$ cat src/design/vrvp_pkg.sv
// constants, sine table and shared types for the vertex rotate, view and project block
`timescale 1ns / 1ps

package vrvp_pkg;

    localparam int ANGLE_BITS     = 9;
    localparam int ANGLE_REG_BITS = 3 * ANGLE_BITS;
    localparam int DIST_BITS      = 12;
    localparam int DEPTH_BITS     = 10;
    localparam int DEPTH_MAX      = 1000;
    localparam int TAB_FRAC       = 14;
    localparam int TAB_IDX_BITS   = 7;
    localparam int FULL_TURN      = 360;
    localparam int THREE_QUARTER  = 270;
    localparam int HALF_TURN      = 180;
    localparam int QUARTER_TURN   = 90;
    localparam int SCREEN_BITS    = 16;
    localparam int SCREEN_MAX     = 32767;
    localparam int SCREEN_MIN     = -32768;
    localparam int ADDR_BITS      = 5;
    localparam int DATA_BITS      = 32;
    localparam int REG_IDX_BITS   = 3;

    localparam logic [REG_IDX_BITS-1:0] REG_OBJ_ANGLES = 3'd0;
    localparam logic [REG_IDX_BITS-1:0] REG_CAM_ANGLES = 3'd1;
    localparam logic [REG_IDX_BITS-1:0] REG_CAM_X      = 3'd2;
    localparam logic [REG_IDX_BITS-1:0] REG_CAM_Y      = 3'd3;
    localparam logic [REG_IDX_BITS-1:0] REG_CAM_Z      = 3'd4;
    localparam logic [REG_IDX_BITS-1:0] REG_PROJ_DIST  = 3'd5;

    // round(sin(d) * 2^14) for whole degrees 0..90
    localparam int QUARTER_SINE [0:90] = '{
        0, 286, 572, 857, 1143, 1428, 1713, 1997, 2280, 2563,
        2845, 3126, 3406, 3686, 3964, 4240, 4516, 4790, 5063, 5334,
        5604, 5872, 6138, 6402, 6664, 6924, 7182, 7438, 7692, 7943,
        8192, 8438, 8682, 8923, 9162, 9397, 9630, 9860, 10087, 10311,
        10531, 10749, 10963, 11174, 11381, 11585, 11786, 11982, 12176, 12365,
        12551, 12733, 12911, 13085, 13255, 13421, 13583, 13741, 13894, 14044,
        14189, 14330, 14466, 14598, 14726, 14849, 14968, 15082, 15191, 15296,
        15396, 15491, 15582, 15668, 15749, 15826, 15897, 15964, 16026, 16083,
        16135, 16182, 16225, 16262, 16294, 16322, 16344, 16362, 16374, 16382,
        16384
    };

    typedef struct packed {
        logic neg_x;
        logic neg_y;
    } vrvp_sign_t;

endpackage

$ cat src/design/vrvp_div.sv
// pipelined restoring divider, two lanes sharing one divisor, one quotient bit per stage
`timescale 1ns / 1ps

module vrvp_div
    import vrvp_pkg::*;
#(
    parameter int NUM_BITS = 31
)(
    input  logic                  clk,
    input  logic                  rst_n,
    input  logic                  en,
    input  logic                  in_valid,
    input  logic [NUM_BITS-1:0]   in_num_x,
    input  logic [NUM_BITS-1:0]   in_num_y,
    input  logic [DEPTH_BITS-1:0] in_den,
    input  vrvp_sign_t            in_sign,
    output logic                  out_valid,
    output logic [NUM_BITS-1:0]   out_quo_x,
    output logic [NUM_BITS-1:0]   out_quo_y,
    output vrvp_sign_t            out_sign
);

    localparam int LAST    = NUM_BITS - 1;
    localparam int STEP_W  = DEPTH_BITS + NUM_BITS;

    logic                  v_reg     [0:LAST];
    logic [DEPTH_BITS-1:0] rem_x_reg [0:LAST];
    logic [DEPTH_BITS-1:0] rem_y_reg [0:LAST];
    logic [NUM_BITS-1:0]   quo_x_reg [0:LAST];
    logic [NUM_BITS-1:0]   quo_y_reg [0:LAST];
    logic [DEPTH_BITS-1:0] den_reg   [0:LAST];
    vrvp_sign_t            sign_reg  [0:LAST];

    // shift in one numerator bit, subtract the divisor when it fits
    function automatic logic [STEP_W-1:0] div_step(
        input logic [DEPTH_BITS-1:0] rem,
        input logic [NUM_BITS-1:0]   quo,
        input logic [DEPTH_BITS-1:0] den
    );
        logic [DEPTH_BITS:0] t;
        logic                ge;
        t  = {rem, quo[NUM_BITS-1]};
        ge = (t >= {1'b0, den});
        if (ge)
        begin
            t = t - {1'b0, den};
        end
        div_step = {t[DEPTH_BITS-1:0], quo[NUM_BITS-2:0], ge};
    endfunction

    for (genvar k = 0; k < NUM_BITS; k++)
    begin : g_stage
        logic                  v_in;
        logic [DEPTH_BITS-1:0] rem_x_in;
        logic [DEPTH_BITS-1:0] rem_y_in;
        logic [NUM_BITS-1:0]   quo_x_in;
        logic [NUM_BITS-1:0]   quo_y_in;
        logic [DEPTH_BITS-1:0] den_in;
        vrvp_sign_t            sign_in;

        if (k == 0)
        begin : g_first
            assign v_in     = in_valid;
            assign rem_x_in = '0;
            assign rem_y_in = '0;
            assign quo_x_in = in_num_x;
            assign quo_y_in = in_num_y;
            assign den_in   = in_den;
            assign sign_in  = in_sign;
        end
        else
        begin : g_next
            assign v_in     = v_reg[k-1];
            assign rem_x_in = rem_x_reg[k-1];
            assign rem_y_in = rem_y_reg[k-1];
            assign quo_x_in = quo_x_reg[k-1];
            assign quo_y_in = quo_y_reg[k-1];
            assign den_in   = den_reg[k-1];
            assign sign_in  = sign_reg[k-1];
        end

        always_ff @(posedge clk or negedge rst_n)
        begin
            if (!rst_n)
            begin
                v_reg[k] <= 1'b0;
            end
            else if (en)
            begin
                v_reg[k] <= v_in;
            end
        end

        always_ff @(posedge clk)
        begin
            if (en)
            begin
                {rem_x_reg[k], quo_x_reg[k]} <= div_step(rem_x_in, quo_x_in, den_in);
                {rem_y_reg[k], quo_y_reg[k]} <= div_step(rem_y_in, quo_y_in, den_in);
                den_reg[k]  <= den_in;
                sign_reg[k] <= sign_in;
            end
        end
    end

    assign out_valid = v_reg[LAST];
    assign out_quo_x = quo_x_reg[LAST];
    assign out_quo_y = quo_y_reg[LAST];
    assign out_sign  = sign_reg[LAST];

endmodule

$ cat config.mk
export PLATFORM = sky130hd
export DESIGN_NAME = vrvp_div
export DESIGN_NICKNAME = d
export VERILOG_FILES = /design/src/design/vrvp_pkg.sv /design/src/design/vrvp_div.sv
export SDC_FILE = /design/constraint.sdc
export NUM_CORES = 2
export LEC_CHECK = 0
export BUFFER_PORTS_ARGS = -buffer_cell sky130_fd_sc_hd__buf_2
export CAP_MARGIN = 20
export CORE_ASPECT_RATIO = 1.25
export CORE_MARGIN = 2
export CORE_UTILIZATION = 60
export CTS_CLUSTER_SIZE = 10
export DETAILED_ROUTE_END_ITERATION = 8
export HOLD_SLACK_MARGIN = 0.02
export PLACE_DENSITY_LB_ADDON = 0.3
export SYNTH_ARGS = -nofsm -noshare
export SYNTH_HDL_FRONTEND = slang
export SYNTH_SLANG_ARGS = --single-unit
$ cat constraint.sdc
create_clock -name clk -period 5.6 [get_ports clk]
set_input_delay 0.84 -clock clk [delete_from_list [all_inputs] [get_ports clk]]
set_output_delay 0.84 -clock clk [all_outputs]
set_load 0.1 [all_outputs]
==> flow_summary.json <==
{
  "drtIter0Drc": 3794,
  "htreeDepth": 5,
  "p_leak_nw": 49.6,
  "clockBufferDepth": 4,
  "syn2layout_area_growth_pct": 11.6,
  "cts_root_buffer": "clkbuf_16",
  "ir_drop_mv": 0.422,
  "setup_violations": 0,
  "syn_area_per_cell_um2": 16.8,
  "clkSlewWorstSetupHoldPaths_ps": 60,
  "total_power_mw": 69.7,
  "synth_top_area_cell": "edfxtp_1",
  "async_flop_share_pct": 1.06,
  "synth_most_common_cell": "edfxtp_1",
  "grtUsageTotal_pct": 22.3,
  "crit_fanout": 9,
  "arrival_ps": 3590,
  "min_path_cells": 1,
  "fin_setup_tns_ps": 0,
  "syn_inst": 7154,
  "holdWs_ps": 76.0,
  "max_freq_ghz": 0.343,
  "hold_path.class": "in2reg",
  "cp-start-kind": "flop",
  "synth_top_family_by_area": "adder cells",
  "first_global_vias": 62600,
  "seq_area_frac_synth_pct": 72.6,
  "cp_slowest_stage_delay_ps": 640,
  "endpoint_kind": "flop",
  "grt_max_degree": 185,
  "rsz0062_at_grt": "false",
  "fin_crit_ps": 2920,
  "synth.distinct_cells": 60,
  "reg2regPathDepth": 8,
  "vias": 59900,
  "ys_seq_elements": 2915,
  "power.density_nw_per_um2": 519,
  "cp.required_ps": 6270,
  "synth_area_um2": 120000,
  "yosys_warnings": 0,
  "dp_cells": 9920,
  "die_w_um": 405,
  "place_congestion": 0.917,
  "fillers": 13100,
  "start_util_pct": 60.4,
  "numPortBuffers": 142,
  "rows": 183,
  "drive_gt1_share_pct": 14.6,
  "synth_nets": 7894,
  "coreArea_um2": 199000,
  "cts_buffers": 346,
  "drv_cap": 0,
  "finalCritPeriodShare_pct": 52.1,
  "path_class": "reg2reg",
  "via_per_inst": 5.78,
  "final_hold_viol_count": 0,
  "die-area_um2": 204000,
  "ios": 143,
  "synth.area.mux_share_pct": 5.08,
  "clock_sinks": 2915,
  "wire_per_inst_um": 21.8,
  "die_h_um": 505,
  "clock_latency_ps": 980,
  "synth-compound-area-share_pct": 6.47,
  "antenna_found_initial": 1,
  "status": "finished, final reports clean",
  "synthSimpleGateAreaFrac_pct": 4.03,
  "grt-ovfl-total": 0,
  "dr.pass1.iters": 7,
  "synth_xor_area_share_pct": 2.95,
  "path_cells": "inv_1 -> ha_1 -> nand3_1 -> nor4_1 -> a2111oi_0 -> o21a_1 -> inv_2 -> mux2_2",
  "worst_pin_slew_ps": 1080,
  "ant_nets": 0,
  "routed_wl_um": 226000,
  "synth_adder_area_share_pct": 7.24,
  "cp_slowest_cell": "a2111oi_0",
  "drc": 0,
  "clock_skew_ps": 66.7,
  "path_buf_inv": 2,
  "maxSlewViolCount": 0,
  "synthTopCellsByArea": "edfxtp_1, ha_1, mux2_2",
  "dp_hpwl_um": 150000,
  "synth_top_area_share_pct": 72.0,
  "nNetsFinal": 8456,
  "synth_common_cells": "edfxtp_1, ha_1, mux2_2",
  "synth_ff_type": "edfxtp_1",
  "path_depth": 8,
  "cp_top_family": "compound AO/OA/AOI/OAI gates",
  "final_cells": 10400,
  "synth_edf_count": 2884,
  "cts_tree": "done",
  "relSlewSlack_pct": 28.3,
  "grt_first_pass_wirelength_um": 350000
}
## cell families after synthesis
group / count (synthesis)
buffers and inverters: 515
AO/OA/AOI/OAI: 1138
flip-flops: 2915
AND/OR/NAND/NOR: 972
XOR/XNOR: 405
adder cells (fa/ha/maj): 662
multiplexers: 547
## metrics by stage
| step | util, % | area [µm²] | worst slack [ps] |
|---|---|---|---|
| 6_report | 67.4 | 134000 | 2680 |
| 5_1_grt | 67.4 | 134000 | 2580 |
| 4_1_cts | 67.4 | 134000 | 2750 |
| 3_5_place_dp | 62.6 | 125000 | 2610 |
| 3_3_place_gp | 62.6 | 125000 | 2680 |
| 2_1_floorplan | - | 120000 | 3170 |
## worst register-to-register path, stage by stage (launching register included)
cell       delay [ps]
edfxtp_1          410
inv_1             250
ha_1              310
nand3_1           130
nor4_1             60
a2111oi_0         640
o21a_1            350
inv_2             180
mux2_2            300
## layout make-up
cell class | count | area, µm² | share of cell area, %
antenna | 1 | 2.50 | 0.00186
clock buffer | 381 | 8900 | 6.63
clock inverter | 21 | 209 | 0.156
inverter | 510 | 1920 | 1.43
multi-input combinational | 3724 | 31000 | 23.1
sequential | 2915 | 87400 | 65.1
tap | 2590 | 3240 | 2.41
timing repair buffer | 219 | 1600 | 1.19
## cell usage in the layout (no fill, tap or decap), types with 92 or more instances in the layout
cell type | synthesis | final
clkbuf_16 | 0 | 351
nand3_1 | 125 | 125
a21o_1 | 125 | 125
edfxtp_1 | 2884 | 2884
mux2_2 | 484 | 484
o21ai_0 | 119 | 119
xor2_1 | 117 | 117
nor4_1 | 121 | 121
a21oi_1 | 306 | 306
nand2_1 | 287 | 287
nor2_1 | 183 | 183
xnor2_1 | 287 | 287
buf_2 | 0 | 141
o21a_1 | 92 | 92
a211oi_1 | 109 | 109
ha_1 | 604 | 604
inv_1 | 452 | 452
## path summary, 6_finish.rpt
kind / start / end / slack [ps]
max in group asynchronous: rst_n / g_stage[30].v_in / 4670
max reg2reg: den_reg[1][21] / g_stage[20].rem_y_in[7] / 2680
min: in_num_y[27] / g_stage[1].quo_y_in[28] / 80
min reg2reg: g_stage[11].quo_x_in[6] / g_stage[12].quo_x_in[7] / 360
max: den_reg[1][21] / g_stage[20].rem_y_in[7] / 2680
min in group asynchronous: rst_n / g_stage[5].v_in / 470
## where the power goes
| part | internal, mW | switching (mW) | leakage, nW |
|---|---|---|---|
| clock | 11.2 | 7.80 | 4.46 |
| combinational | 9.18 | 10.5 | 16.6 |
| sequential | 29.0 | 2.09 | 28.5 |
| total | 49.3 | 20.4 | 49.6 |
## timing repair
| action | CTS | global route |
|---|---|---|
| resized for setup | 0 | 0 |
| setup buffers | 0 | 0 |
| endpoints found under the hold margin | 68 | 0 |
| hold buffers | 38 | 0 |
## metal layers
metal	vias up	wire length, µm	GRT usage, %
met5	-	0	0
met4	0	10300	9.89
met3	503	8120	3.45
met2	1363	118000	39.6
met1	29400	89100	27.0
li1	28600	-	-
Power figures use the tool's default switching activity.
